$ cat config.mk
export PLATFORM = sky130hd
export DESIGN_NAME = per_source_connection_rate_limiter
export DESIGN_NICKNAME = d
export VERILOG_FILES = /design/src/prl_pkg.sv /design/src/prl_csr.sv /design/src/prl_front.sv /design/src/prl_queue.sv /design/src/prl_back.sv /design/src/per_source_connection_rate_limiter.sv
export SDC_FILE = /design/constraint.sdc
export NUM_CORES = 2
export LEC_CHECK = 0
export BUFFER_PORTS_ARGS = -buffer_cell sky130_fd_sc_hd__buf_2
export CORE_ASPECT_RATIO = 0.75
export CORE_MARGIN = 1
export CORE_UTILIZATION = 35
export CTS_CLUSTER_DIAMETER = 150
export CTS_CLUSTER_SIZE = 24
export DETAILED_ROUTE_END_ITERATION = 16
export GPL_ROUTABILITY_DRIVEN = 0
export RECOVER_POWER = 50
export SKIP_LAST_GASP = 1
export SLEW_MARGIN = 30
export SYNTH_ARGS = -nofsm -noshare
export SYNTH_HDL_FRONTEND = slang
export SYNTH_SLANG_ARGS = --single-unit
$ cat constraint.sdc
create_clock -name clock -period 7.85 [get_ports clock]
set_input_delay 0.3925 -clock clock [delete_from_list [all_inputs] [get_ports clock]]
set_output_delay 0.3925 -clock clock [all_outputs]
set_load 0.05 [all_outputs]
$ cat src/prl_pkg.sv
// shared types, constants and helpers for the per-source connection rate limiter
// no dependencies
package prl_pkg;

   localparam int TABLE_ENTRIES = 64;
   localparam int IDX_W = $clog2(TABLE_ENTRIES);
   localparam int CNT_W = $clog2(TABLE_ENTRIES + 1);
   localparam int QUEUE_DEPTH = 2;
   localparam int QPTR_W = $clog2(QUEUE_DEPTH);

   localparam logic [5:0] MINUTES_PER_HOUR = 6'd60;
   localparam logic [15:0] COUNT_MAX = 16'hFFFF;
   localparam logic [23:0] TOTAL_MAX = 24'hFFFFFF;

   localparam logic [1:0] REG_MAX_PER_MINUTE = 2'd0;
   localparam logic [1:0] REG_SWEEP_INTERVAL = 2'd1;
   localparam logic [1:0] REG_IDLE_LIMIT = 2'd2;

   localparam logic [15:0] RST_MAX_PER_MINUTE = 16'd0;
   localparam logic [5:0] RST_SWEEP_INTERVAL = 6'd10;
   localparam logic [5:0] RST_IDLE_LIMIT = 6'd3;

   typedef struct packed {
      logic [15:0] max_per_minute;
      logic [5:0] sweep_interval;
      logic [5:0] idle_limit;
   } cfg_type;

   typedef struct packed {
      logic [31:0] address;
      logic [5:0] minute;
      logic sweep;
      logic [23:0] prev_total;
   } job_type;

   typedef struct packed {
      logic allowed;
      logic table_full;
      logic [6:0] tracked_sources;
      logic [23:0] previous_minute_total;
   } result_type;

   typedef struct packed {
      logic [31:0] address;
      logic [5:0] minute;
      logic [15:0] count;
   } slot_type;

   // (later - earlier) modulo 60, both in 0..59
   function automatic logic [5:0] minute_gap(input logic [5:0] later,
                                             input logic [5:0] earlier);
      if (later >= earlier) begin
         minute_gap = later - earlier;
      end else begin
         minute_gap = later + MINUTES_PER_HOUR - earlier;
      end
   endfunction

endpackage

$ cat src/prl_csr.sv
// configuration registers behind an apb-style port
// depends on prl_pkg
module prl_csr (
   input  logic clock,
   input  logic reset,
   input  logic psel,
   input  logic penable,
   input  logic pwrite,
   input  logic [3:0] paddr,
   input  logic [31:0] pwdata,
   output logic [31:0] prdata,
   output logic pready,
   output prl_pkg::cfg_type cfg
);
   import prl_pkg::*;

   cfg_type cfg_ff, cfg_in;
   logic wr_en;

   assign wr_en = psel & penable & pwrite;
   assign pready = 1'b1;
   assign cfg = cfg_ff;

   always_comb begin
      cfg_in = cfg_ff;
      if (wr_en) begin
         unique case (paddr[3:2])
            REG_MAX_PER_MINUTE: cfg_in.max_per_minute = pwdata[15:0];
            REG_SWEEP_INTERVAL: cfg_in.sweep_interval = pwdata[5:0];
            REG_IDLE_LIMIT: cfg_in.idle_limit = pwdata[5:0];
            default: cfg_in = cfg_ff;
         endcase
      end
   end

   always_comb begin
      unique case (paddr[3:2])
         REG_MAX_PER_MINUTE: prdata = {16'd0, cfg_ff.max_per_minute};
         REG_SWEEP_INTERVAL: prdata = {26'd0, cfg_ff.sweep_interval};
         REG_IDLE_LIMIT: prdata = {26'd0, cfg_ff.idle_limit};
         default: prdata = 32'd0;
      endcase
   end

   always_ff @(posedge clock) begin
      if (reset) begin
         cfg_ff.max_per_minute <= RST_MAX_PER_MINUTE;
         cfg_ff.sweep_interval <= RST_SWEEP_INTERVAL;
         cfg_ff.idle_limit <= RST_IDLE_LIMIT;
      end else begin
         cfg_ff <= cfg_in;
      end
   end

endmodule

$ cat src/prl_front.sv
// front end: takes requests, keeps global minute totals and the sweep timer
// depends on prl_pkg
module prl_front (
   input  logic clock,
   input  logic reset,
   input  logic push,
   input  logic [31:0] source_address,
   input  logic [5:0] now_minute,
   input  logic q_full,
   input  prl_pkg::cfg_type cfg,
   output logic q_push,
   output prl_pkg::job_type q_job
);
   import prl_pkg::*;

   logic [5:0] total_minute_ff, total_minute_in;
   logic [23:0] current_total_ff, current_total_in;
   logic [23:0] previous_total_ff, previous_total_in;
   logic [5:0] sweep_start_ff, sweep_start_in;
   logic [5:0] now_n;
   logic sweep_due;

   assign q_push = push & ~q_full;
   assign now_n = (now_minute >= MINUTES_PER_HOUR) ? now_minute - MINUTES_PER_HOUR
                                                   : now_minute;
   assign sweep_due = minute_gap(now_n, sweep_start_ff) >= cfg.sweep_interval;

   always_comb begin
      total_minute_in = total_minute_ff;
      current_total_in = current_total_ff;
      previous_total_in = previous_total_ff;
      sweep_start_in = sweep_start_ff;
      if (q_push) begin
         if (total_minute_ff == now_n) begin
            if (current_total_ff != TOTAL_MAX) begin
               current_total_in = current_total_ff + 24'd1;
            end
         end else begin
            previous_total_in = current_total_ff;
            current_total_in = 24'd1;
            total_minute_in = now_n;
         end
         if (sweep_due) begin
            sweep_start_in = now_n;
         end
      end
   end

   always_comb begin
      q_job.address = source_address;
      q_job.minute = now_n;
      q_job.sweep = sweep_due;
      q_job.prev_total = previous_total_in;
   end

   always_ff @(posedge clock) begin
      if (reset) begin
         total_minute_ff <= 6'd0;
         current_total_ff <= 24'd0;
         previous_total_ff <= 24'd0;
         sweep_start_ff <= 6'd0;
      end else begin
         total_minute_ff <= total_minute_in;
         current_total_ff <= current_total_in;
         previous_total_ff <= previous_total_in;
         sweep_start_ff <= sweep_start_in;
      end
   end

endmodule

$ cat src/prl_queue.sv
// short job queue between front end and table engine
// depends on prl_pkg
module prl_queue (
   input  logic clock,
   input  logic reset,
   input  logic push,
   input  prl_pkg::job_type push_job,
   output logic full,
   input  logic pop,
   output prl_pkg::job_type pop_job,
   output logic empty
);
   import prl_pkg::*;

   job_type entry_ff [QUEUE_DEPTH];
   logic [QPTR_W-1:0] wr_ptr_ff, wr_ptr_in;
   logic [QPTR_W-1:0] rd_ptr_ff, rd_ptr_in;
   logic [QPTR_W:0] count_ff, count_in;

   assign full = count_ff == (QPTR_W+1)'(QUEUE_DEPTH);
   assign empty = count_ff == '0;
   assign pop_job = entry_ff[rd_ptr_ff];

   always_comb begin
      wr_ptr_in = push ? wr_ptr_ff + 1'b1 : wr_ptr_ff;
      rd_ptr_in = pop ? rd_ptr_ff + 1'b1 : rd_ptr_ff;
      count_in = count_ff + (QPTR_W+1)'(push) - (QPTR_W+1)'(pop);
   end

   always_ff @(posedge clock) begin
      if (push) begin
         entry_ff[wr_ptr_ff] <= push_job;
      end
   end

   always_ff @(posedge clock) begin
      if (reset) begin
         wr_ptr_ff <= '0;
         rd_ptr_ff <= '0;
         count_ff <= '0;
      end else begin
         wr_ptr_ff <= wr_ptr_in;
         rd_ptr_ff <= rd_ptr_in;
         count_ff <= count_in;
      end
   end

endmodule

$ cat src/prl_back.sv
// table engine: one pass over the slot memory sweeps and looks up, then updates
// depends on prl_pkg
module prl_back (
   input  logic clock,
   input  logic reset,
   input  prl_pkg::cfg_type cfg,
   input  logic q_empty,
   input  prl_pkg::job_type q_job,
   output logic q_pop,
   input  logic res_pop,
   output logic res_valid,
   output prl_pkg::result_type res
);
   import prl_pkg::*;

   localparam logic [1:0] ST_IDLE = 2'd0;
   localparam logic [1:0] ST_SCAN = 2'd1;
   localparam logic [1:0] ST_FINISH = 2'd2;

   slot_type slot_mem [TABLE_ENTRIES];
   slot_type rd_data_ff;
   logic [IDX_W-1:0] rd_addr;
   logic mem_we;
   logic [IDX_W-1:0] mem_wa;
   slot_type mem_wd;

   logic [1:0] state_ff, state_in;
   job_type job_ff, job_in;
   logic [TABLE_ENTRIES-1:0] valid_ff, valid_in;
   logic [CNT_W-1:0] tracked_ff, tracked_in;
   logic [IDX_W-1:0] rd_ptr_ff, rd_ptr_in;
   logic issue_ff, issue_in;
   logic chk_vld_ff, chk_vld_in;
   logic [IDX_W-1:0] chk_idx_ff, chk_idx_in;
   logic found_ff, found_in;
   logic [IDX_W-1:0] hit_idx_ff, hit_idx_in;
   logic [5:0] hit_minute_ff, hit_minute_in;
   logic [15:0] hit_count_ff, hit_count_in;
   logic free_ff, free_in;
   logic [IDX_W-1:0] free_idx_ff, free_idx_in;
   logic res_vld_ff, res_vld_in;
   result_type res_ff, res_in;

   logic entry_v, entry_evict, entry_live;
   logic [15:0] new_count;
   logic [CNT_W-1:0] tracked_out;
   logic fin_allowed, fin_full, res_room;

   assign res_valid = res_vld_ff;
   assign res = res_ff;
   assign res_room = ~res_vld_ff | res_pop;
   assign q_pop = (state_ff == ST_IDLE) & ~q_empty;
   assign rd_addr = rd_ptr_ff;

   assign entry_v = valid_ff[chk_idx_ff];
   assign entry_evict = entry_v & job_ff.sweep &
                        (minute_gap(job_ff.minute, rd_data_ff.minute) >= cfg.idle_limit);
   assign entry_live = entry_v & ~entry_evict;

   always_comb begin
      state_in = state_ff;
      job_in = job_ff;
      valid_in = valid_ff;
      tracked_in = tracked_ff;
      rd_ptr_in = rd_ptr_ff;
      issue_in = issue_ff;
      chk_vld_in = 1'b0;
      chk_idx_in = rd_ptr_ff;
      found_in = found_ff;
      hit_idx_in = hit_idx_ff;
      hit_minute_in = hit_minute_ff;
      hit_count_in = hit_count_ff;
      free_in = free_ff;
      free_idx_in = free_idx_ff;
      res_vld_in = res_vld_ff & ~res_pop;
      res_in = res_ff;
      mem_we = 1'b0;
      mem_wa = hit_idx_ff;
      mem_wd = '0;
      new_count = 16'd1;
      tracked_out = tracked_ff;
      fin_allowed = 1'b1;
      fin_full = 1'b0;

      unique case (state_ff)
         ST_IDLE: begin
            if (~q_empty) begin
               job_in = q_job;
               rd_ptr_in = '0;
               issue_in = 1'b1;
               found_in = 1'b0;
               free_in = 1'b0;
               state_in = ST_SCAN;
            end
         end
         ST_SCAN: begin
            if (issue_ff) begin
               chk_vld_in = 1'b1;
               rd_ptr_in = rd_ptr_ff + IDX_W'(1);
               if (rd_ptr_ff == IDX_W'(TABLE_ENTRIES - 1)) begin
                  issue_in = 1'b0;
               end
            end
            if (chk_vld_ff) begin
               if (entry_evict) begin
                  valid_in[chk_idx_ff] = 1'b0;
                  tracked_in = tracked_ff - CNT_W'(1);
               end
               if (entry_live && rd_data_ff.address == job_ff.address && !found_ff) begin
                  found_in = 1'b1;
                  hit_idx_in = chk_idx_ff;
                  hit_minute_in = rd_data_ff.minute;
                  hit_count_in = rd_data_ff.count;
               end
               if (!entry_live && !free_ff) begin
                  free_in = 1'b1;
                  free_idx_in = chk_idx_ff;
               end
               if (chk_idx_ff == IDX_W'(TABLE_ENTRIES - 1)) begin
                  state_in = ST_FINISH;
               end
            end
         end
         ST_FINISH: begin
            if (hit_minute_ff != job_ff.minute) begin
               new_count = 16'd1;
            end else if (hit_count_ff != COUNT_MAX) begin
               new_count = hit_count_ff + 16'd1;
            end else begin
               new_count = hit_count_ff;
            end
            if (cfg.max_per_minute != 16'd0) begin
               if (found_ff) begin
                  mem_wa = hit_idx_ff;
                  mem_wd = '{address: job_ff.address, minute: job_ff.minute,
                             count: new_count};
                  fin_allowed = new_count < cfg.max_per_minute;
               end else if (free_ff) begin
                  mem_wa = free_idx_ff;
                  mem_wd = '{address: job_ff.address, minute: job_ff.minute,
                             count: 16'd1};
                  tracked_out = tracked_ff + CNT_W'(1);
               end else begin
                  fin_full = 1'b1;
               end
            end
            if (res_room) begin
               mem_we = (cfg.max_per_minute != 16'd0) & (found_ff | free_ff);
               if (cfg.max_per_minute != 16'd0 && !found_ff && free_ff) begin
                  valid_in[free_idx_ff] = 1'b1;
               end
               tracked_in = tracked_out;
               res_vld_in = 1'b1;
               res_in.allowed = fin_allowed;
               res_in.table_full = fin_full;
               res_in.tracked_sources = 7'(tracked_out);
               res_in.previous_minute_total = job_ff.prev_total;
               state_in = ST_IDLE;
            end
         end
         default: state_in = ST_IDLE;
      endcase
   end

   always_ff @(posedge clock) begin
      if (mem_we) begin
         slot_mem[mem_wa] <= mem_wd;
      end
      rd_data_ff <= slot_mem[rd_addr];
   end

   always_ff @(posedge clock) begin
      job_ff <= job_in;
      rd_ptr_ff <= rd_ptr_in;
      chk_idx_ff <= chk_idx_in;
      hit_idx_ff <= hit_idx_in;
      hit_minute_ff <= hit_minute_in;
      hit_count_ff <= hit_count_in;
      free_idx_ff <= free_idx_in;
      res_ff <= res_in;
   end

   always_ff @(posedge clock) begin
      if (reset) begin
         state_ff <= ST_IDLE;
         valid_ff <= '0;
         tracked_ff <= '0;
         issue_ff <= 1'b0;
         chk_vld_ff <= 1'b0;
         found_ff <= 1'b0;
         free_ff <= 1'b0;
         res_vld_ff <= 1'b0;
      end else begin
         state_ff <= state_in;
         valid_ff <= valid_in;
         tracked_ff <= tracked_in;
         issue_ff <= issue_in;
         chk_vld_ff <= chk_vld_in;
         found_ff <= found_in;
         free_ff <= free_in;
         res_vld_ff <= res_vld_in;
      end
   end

endmodule

$ cat src/per_source_connection_rate_limiter.sv
// Per-source connection rate limiter. Each request takes one pass over the
// 64-slot table through the slot memory's single read port (sweep and lookup share
// the pass), so one item occupies the table engine for the whole pass; the front
// end and a two-deep queue take new requests meanwhile, and one result register
// holds the answer until popped.
// Depends on prl_pkg, prl_csr, prl_front, prl_queue and prl_back.
module per_source_connection_rate_limiter (
   input  logic clock,
   input  logic reset,
   input  logic push,
   output logic full,
   input  logic [31:0] req_source_address,
   input  logic [5:0] req_now_minute,
   output logic empty,
   input  logic pop,
   output logic rsp_allowed,
   output logic rsp_table_full,
   output logic [6:0] rsp_tracked_sources,
   output logic [23:0] rsp_previous_minute_total,
   input  logic psel,
   input  logic penable,
   input  logic pwrite,
   input  logic [3:0] paddr,
   input  logic [31:0] pwdata,
   output logic [31:0] prdata,
   output logic pready
);
   import prl_pkg::*;

   cfg_type cfg;
   job_type push_job, pop_job;
   result_type res;
   logic q_push, q_full, q_pop, q_empty, res_valid;

   prl_csr u_csr (
      .clock(clock), .reset(reset), .psel(psel), .penable(penable),
      .pwrite(pwrite), .paddr(paddr), .pwdata(pwdata), .prdata(prdata),
      .pready(pready), .cfg(cfg)
   );

   prl_front u_front (
      .clock(clock), .reset(reset), .push(push),
      .source_address(req_source_address), .now_minute(req_now_minute),
      .q_full(q_full), .cfg(cfg), .q_push(q_push), .q_job(push_job)
   );

   prl_queue u_queue (
      .clock(clock), .reset(reset), .push(q_push), .push_job(push_job),
      .full(q_full), .pop(q_pop), .pop_job(pop_job), .empty(q_empty)
   );

   prl_back u_back (
      .clock(clock), .reset(reset), .cfg(cfg), .q_empty(q_empty),
      .q_job(pop_job), .q_pop(q_pop), .res_pop(pop), .res_valid(res_valid),
      .res(res)
   );

   assign full = q_full;
   assign empty = ~res_valid;
   assign rsp_allowed = res.allowed;
   assign rsp_table_full = res.table_full;
   assign rsp_tracked_sources = res.tracked_sources;
   assign rsp_previous_minute_total = res.previous_minute_total;

   a_full_allows: assert property (@(posedge clock) disable iff (reset)
      !empty && rsp_table_full |-> rsp_allowed)
      else $error("table full result refused");

   a_full_count: assert property (@(posedge clock) disable iff (reset)
      !empty && rsp_table_full |-> rsp_tracked_sources == 7'(TABLE_ENTRIES))
      else $error("table full with free slots");

   a_disabled: assert property (@(posedge clock) disable iff (reset)
      !empty && cfg.max_per_minute == 16'd0 |-> rsp_allowed && !rsp_table_full)
      else $error("limit disabled but request refused");

endmodule

## Word-level counts from Yosys, hierarchy flattened

Memories as Yosys holds them, arrays and structs flattened. A register that Yosys moved wholly into a read port is not among the register bits.
Cells that the tools add are included.

- Logic and storage cells: 202
- Memories: 2
- Output and inout bits: 68
- Input port bits: 81
- Flip-flop bits (word level): 249
- RAM bits: 3582

Memories:

| name | depth | width | rd ports | clocked after Yosys merged registers in | wr ports | RTL line | RTL |
|---|---|---|---|---|---|---|---|
| u_back.slot_mem | 64 | 54 | 1 | 1 | 1 | prl_back.sv:20 | `slot_type slot_mem [TABLE_ENTRIES];` |
| u_queue.entry_ff | 2 | 63 | 1 | 1 | 1 | prl_queue.sv:15 | `job_type entry_ff [QUEUE_DEPTH];` |

- Add/sub/neg operators: 16
- Reductions and logical operators: 36
- $lt $le $gt $ge: 10
- Bitwise operators: 22
- Eq/ne operators: 22
- Muxes and demuxes: 66

Operators with widths:

| cell | count |
|---|---|
| $mux W64 | 4 |
| $mux W54 | 4 |
| $pmux W64 S2 | 1 |
| $mux W24 | 4 |
| $and A64 B64 Y64 | 1 |
| $not A64 Y64 | 1 |
| $or A64 B64 Y64 | 1 |
| $mux W6 | 9 |
| $mux W16 | 3 |
| $pmux W16 S3 | 1 |
| $mux W7 | 6 |
| $eq A32 B32 Y1 | 1 |
| $add A24 B1 Y24 const B | 1 |
| $ge A6 B6 Y1 | 4 |
| $ne A24 B24 Y1 const B | 1 |
| $sub A6 B6 Y6 | 4 |
| $mux W1 | 21 |
| $reduce_and A2 Y1 | 10 |
| $add A16 B1 Y16 const B | 1 |
| $lt A16 B16 Y1 | 1 |
| $ne A16 B16 Y1 const B | 1 |
| $ne A2 B1 Y1 const B | 8 |
| $reduce_and A4 Y1 | 4 |
| $reduce_bool A16 Y1 | 1 |
| other kinds (34) | 79 |

## Depth between registers and ports, before layout

- Depth after elaboration: 12
- Depth in mapped cells: 21
- Depth with buffers taken out: 21

## Hierarchy

Synthesis repeated with hierarchy kept, for this count alone.

- Cell total of the unflattened synthesis: 6812
- Area, all modules: 153010.5 um2

Modules (own cells, without submodules):

| module | seq. area each (um2) | area each (um2) | instances | cells each |
|---|---|---|---|---|
| prl_back | 110626.1 | 142580.5 | 1 | 5993 |
| prl_queue | 3883.7 | 5066.1 | 1 | 217 |
| prl_front | 1201.2 | 3786.1 | 1 | 434 |
| prl_csr | 560.5 | 1574.0 | 1 | 167 |
| per_source_connection_rate_limiter | 0.0 | 3.8 | 1 | 1 |

## Worst setup path before layout

No wires, ideal clock.

- Path kind: register to register
- Start point: register u_csr.cfg_ff (netlist bit u_csr.cfg[14])
- End point: memory u_back.slot_mem[17][0] in the netlist's numbering (enable)
- Required time: 7318 ps
- Period minus slack after synthesis: 6248 ps
- Path buffers: 2
- Cell stages (with the launch flop): 10
- Arrival: 5716 ps
- Library setup time: 532 ps
- Setup slack: 1602 ps
- Cell sequence: dfxtp_1 -> nor4_1 -> a41oi_1 -> nand2_1 -> buf_2 -> clkbuf_1 -> nand3b_1 -> o21ai_0 -> nand2_1 -> nor3_1

- Word-level cells in the longest chain between the ends: 6
- Elaborated cells on any way between the ends: 8
- Those cells by class: mux (6); bitwise (1); reduce/logical (1)

Ends and longest elaborated chain:

| item | RTL line | RTL |
|---|---|---|
| start, declared | prl_csr.sv:17 | `cfg_type cfg_ff, cfg_in;` |
| start signal, assigned | prl_csr.sv:51 | `cfg_ff <= cfg_in;` |
| $reduce_bool A16 Y1 * | prl_back.sv:132, prl_back.sv:148 |  |
| $and A1 B1 Y1 | prl_back.sv:148 | `mem_we = (cfg.max_per_minute != 16'd0) & (found_ff \| free_ff);` |
| $mux W1 | prl_back.sv:147 | `if (res_room) begin` |
| $mux W1 | prl_back.sv:85 | `unique case (state_ff)` |
| $mux W1 | prl_back.sv:166 | `if (mem_we) begin` |
| $mux W1 (implied by the code) | prl_back.sv:167 | `slot_mem[mem_wa] <= mem_wd;` |
| end, declared | prl_back.sv:20 |  |

Mark *: on every way between the ends. The rest lies on a longest branch, timed or not.

==> flow_metrics.py <==
metrics = {
    "clocking": {
        "post_cts_resize_count": 0,
        "clkTransAtPathRegs_ps": 110,
        "cts_root_buf": "clkbuf_16",
        "post_cts_buffers": 0,
        "h-tree-depth": 4,
        "cts_made_buffers": 190,
        "cts_tree": "yes",
        "cts_sinks": 3948,
        "clock_path_buffers": 4,
        "clk_latency_ps": 940,
        "cts_hold_buffers": 53,
    },
    "power_and_ir_drop": {
        "pwr_density_cell_mw_per_mm2": 255,
        "total_power_mw": 42.7,
        "ir_drop_uv": 464,
        "power.leakage_nw": 59.3,
    },
    "yosys": {
        "synth_mux_area_share_pct": 17.7,
        "yosysWarnings": 0,
        "yosys.area.top_type_share_pct": 73.4,
        "syn_area_per_cell_um2": 22.5,
        "synth_compound_area_share_pct": 1.32,
        "ys.flop_type": "edfxtp_1",
        "syn_area_mm2": 0.152,
        "synthTopCellsByArea": "edfxtp_1, mux4_2, dfxtp_1, mux2_2, clkbuf_1",
        "synth-xor-area-share_pct": 0.616,
        "synth_cell_type_count": 70,
        "ys_ff_latch": 3948,
        "yosysSeqAreaShare_pct": 76.4,
        "synthCells": 6774,
        "synth_fa_ha_area_share_pct": 0.605,
        "synth_top_family_by_area": "multiplexers",
        "synth-edff-count": 3718,
        "yosys.area.top_type": "edfxtp_1",
        "async_flop_share_pct": 0,
        "yosys.area_share.simple_pct": 2.11,
    },
    "cells_and_area": {
        "multi_input_area_mm2": 0.0347,
        "layout_common_cells": "edfxtp_1, mux4_2, clkbuf_1",
        "num-fill-cells": 38200,
        "layout_commonest_cell": "edfxtp_1",
        "seq_area_mm2": 0.116,
        "fin_nets": 7195,
        "finish.utilization_pct": 38.7,
        "drive_above_1_share_pct": 24.3,
        "area_growth_syn_to_layout_pct": 10.1,
        "final_cells": 13000,
    },
    "worst_hold_path": {
        "hold_depth": 6,
        "hold_class": "in -> reg",
        "hold_start": "req_now_minute[4]",
        "holdPathEnd": "u_front.total_minute_ff[5]",
    },
    "timing": {
        "skew_ps": 115,
        "maxSlewHeadroom_pct": -193,
        "rsz0062_at_grt": "false",
        "tightest_slew_ps": 4390,
        "fin_ws_ps": 1080,
        "slew_viol_final": 2185,
        "finalCritPeriodShare_pct": 86.3,
        "setup_violations": 0,
        "finalSetupTns_ps": 0,
        "hold_viol": 0,
        "min_period_ps": 6770,
        "max_freq_mhz": 148,
    },
    "routing": {
        "drc": 34,
        "post_drt_wl_per_cell_um": 31.3,
        "routed_wirelength_um": 406000,
        "vias": 72400,
        "viasPerCell": 5.58,
        "antenna_left": 0,
        "firstDrtPassIters": 12,
        "drt_iter0_drc": 9988,
    },
    "job": {
        "cap_violations": 43,
    },
    "worst_setup_path": {
        "crit_slowest_cell": "clkbuf_1",
        "cp.arrival_ps": 7320,
        "crit_path_frequent_cell": "clkbuf_1",
        "endpoint_kind": "flip-flop",
        "r2r_end": "u_back.slot_mem[47][23]",
        "path_cells": "nor4_1 -> clkbuf_1 -> nand4_1 -> clkbuf_1 -> o211a_2 -> clkbuf_1 -> clkbuf_1 -> and2_2",
        "worst-path-stages": 8,
        "cp_top_family": "buffers and inverters",
        "reg2reg_from": "u_csr.cfg[19]",
        "crit_type": "reg -> reg",
        "worstPathRequired_ps": 8390,
        "path_max_fanout": 64,
        "critPathBufInv": 4,
        "rr_worst_depth": 8,
        "r2r_slack_ps": 1080,
        "max_stage_delay_ps": 1880,
        "crit_path_start_kind": "flip-flop",
    },
    "placed_design": {
        "placedCellCount": 12600,
        "dp_hpwl_um": 234000,
        "preCtsSetupSlack_ps": 2510,
        "place.port_buffers": 113,
    },
    "run_status": {
        "violations": "design-rule violations, max-capacitance violations, max-slew violations",
        "status": "finished with violations",
    },
    "floorplan": {
        "rows": 209,
        "start_util_pct": 35.2,
        "core_area_mm2": 0.433,
        "ioPinCount": 149,
        "die_height_um": 573,
        "die_w_um": 763,
        "die-area_mm2": 0.437,
    },
    "global_route": {
        "grt_pass1_wl_um": 565000,
        "grt_pass1_vias": 71800,
        "grt_max_degree": 150,
        "antenna_found_initial": 31,
        "grt_usage_pct": 18.1,
        "grt-ovfl-total": 0,
    },
}
[routing by layer]
layer	GRT usage (%)	up-vias	share of wire, %
li1	-	28800	-
met1	26.9	39700	43
met2	27.1	3479	45
met3	3.99	474	9.4
met4	4.67	8	3.1
met5	0	-	0.034
[registers in the layout, indices dropped and copies added (netlist names), 7 cells and up]
| register | flops |
|---|---|
| u_queue.entry_ff | 126 |
| u_back.res | 33 |
| u_back.tracked_ff | 7 |
| u_back.rd_data_ff | 54 |
| u_csr.cfg | 28 |
| u_back.hit_count_ff | 16 |
| u_back.slot_mem | 3456 |
| u_front.current_total_ff | 24 |
| u_front.previous_total_ff | 24 |
| u_back.job_ff | 63 |
| u_back.valid_ff | 64 |
[through the flow]
| step | instance area [um^2] | hold slack, ps |
|---|---|---|
| after floorplan | 152000 | 346 |
| after global placement | 162000 | 391 |
| after detailed placement | 162000 | 390 |
| after CTS | 168000 | 42.7 |
| after global routing | 168000 | 118 |
| final | 168000 | 167 |
[layout make-up]
| class | count | share of cell area [%] |
|---|---|---|
| antenna | 10 | 0.0149 |
| clock buffer | 322 | 3.15 |
| clock inverter | 5 | 0.0306 |
| inverter | 91 | 0.205 |
| multi-input combinational | 2392 | 20.7 |
| sequential | 3948 | 69.4 |
| tap | 5802 | 4.33 |
| timing repair buffer | 421 | 2.16 |
[worst max-delay path by stage]
stage	end	slack [ps]	from
after floorplan	u_back.slot_mem[17][0]	1600	u_csr.cfg[14]
after global placement	u_back.hit_count_ff[11]	2410	u_back.job_ff[25]
after detailed placement	u_back.hit_count_ff[11]	2510	u_back.job_ff[25]
after CTS	u_back.hit_minute_ff[3]	2490	u_back.job_ff[25]
after global routing	u_back.slot_mem[47][23]	1080	u_csr.cfg[19]
final	u_back.slot_mem[47][23]	1080	u_csr.cfg[19]
[kinds of logic (layout without fill, tap and decap cells)]
group	after synthesis	in the layout
muxes	1262	1262
other	2	27
xor gates and xnor gates	107	107
adders and majority gates	70	70
DFF	3948	3948
AOI/OAI and AO/OA	300	300
and+or+nand+nor	636	636
buffers and inverters	449	839
[where the power goes]
part | switching (mW) | internal [mW] | leakage (nW) | total, mW
Combinational | 5.02 | 3.13 | 12.2 | 8.15
Clock | 6.43 | 4.62 | 2.54 | 11.1
Sequential | 0.392 | 23.1 | 44.6 | 23.5
[cell usage after synthesis (55+ instances only)]
cell,instances
buf_1,71
edfxtp_1,3718
o21ai_0,72
xor2_1,64
inv_1,88
and2_1,68
o31ai_1,56
nor2b_1,55
clkbuf_1,249
mux4_2,1138
mux2_2,91
a21oi_1,61
dfxtp_1,230
nand2_1,116
ha_1,64
nor2_1,174
[worst min-delay path, stage by stage]
cell and delay, ps:
buf_2 110, nand4_1 60, nand2_1 160, nor2_1 130, a21oi_1 50, nor2_1 70
Power figures use the tool's default switching activity.
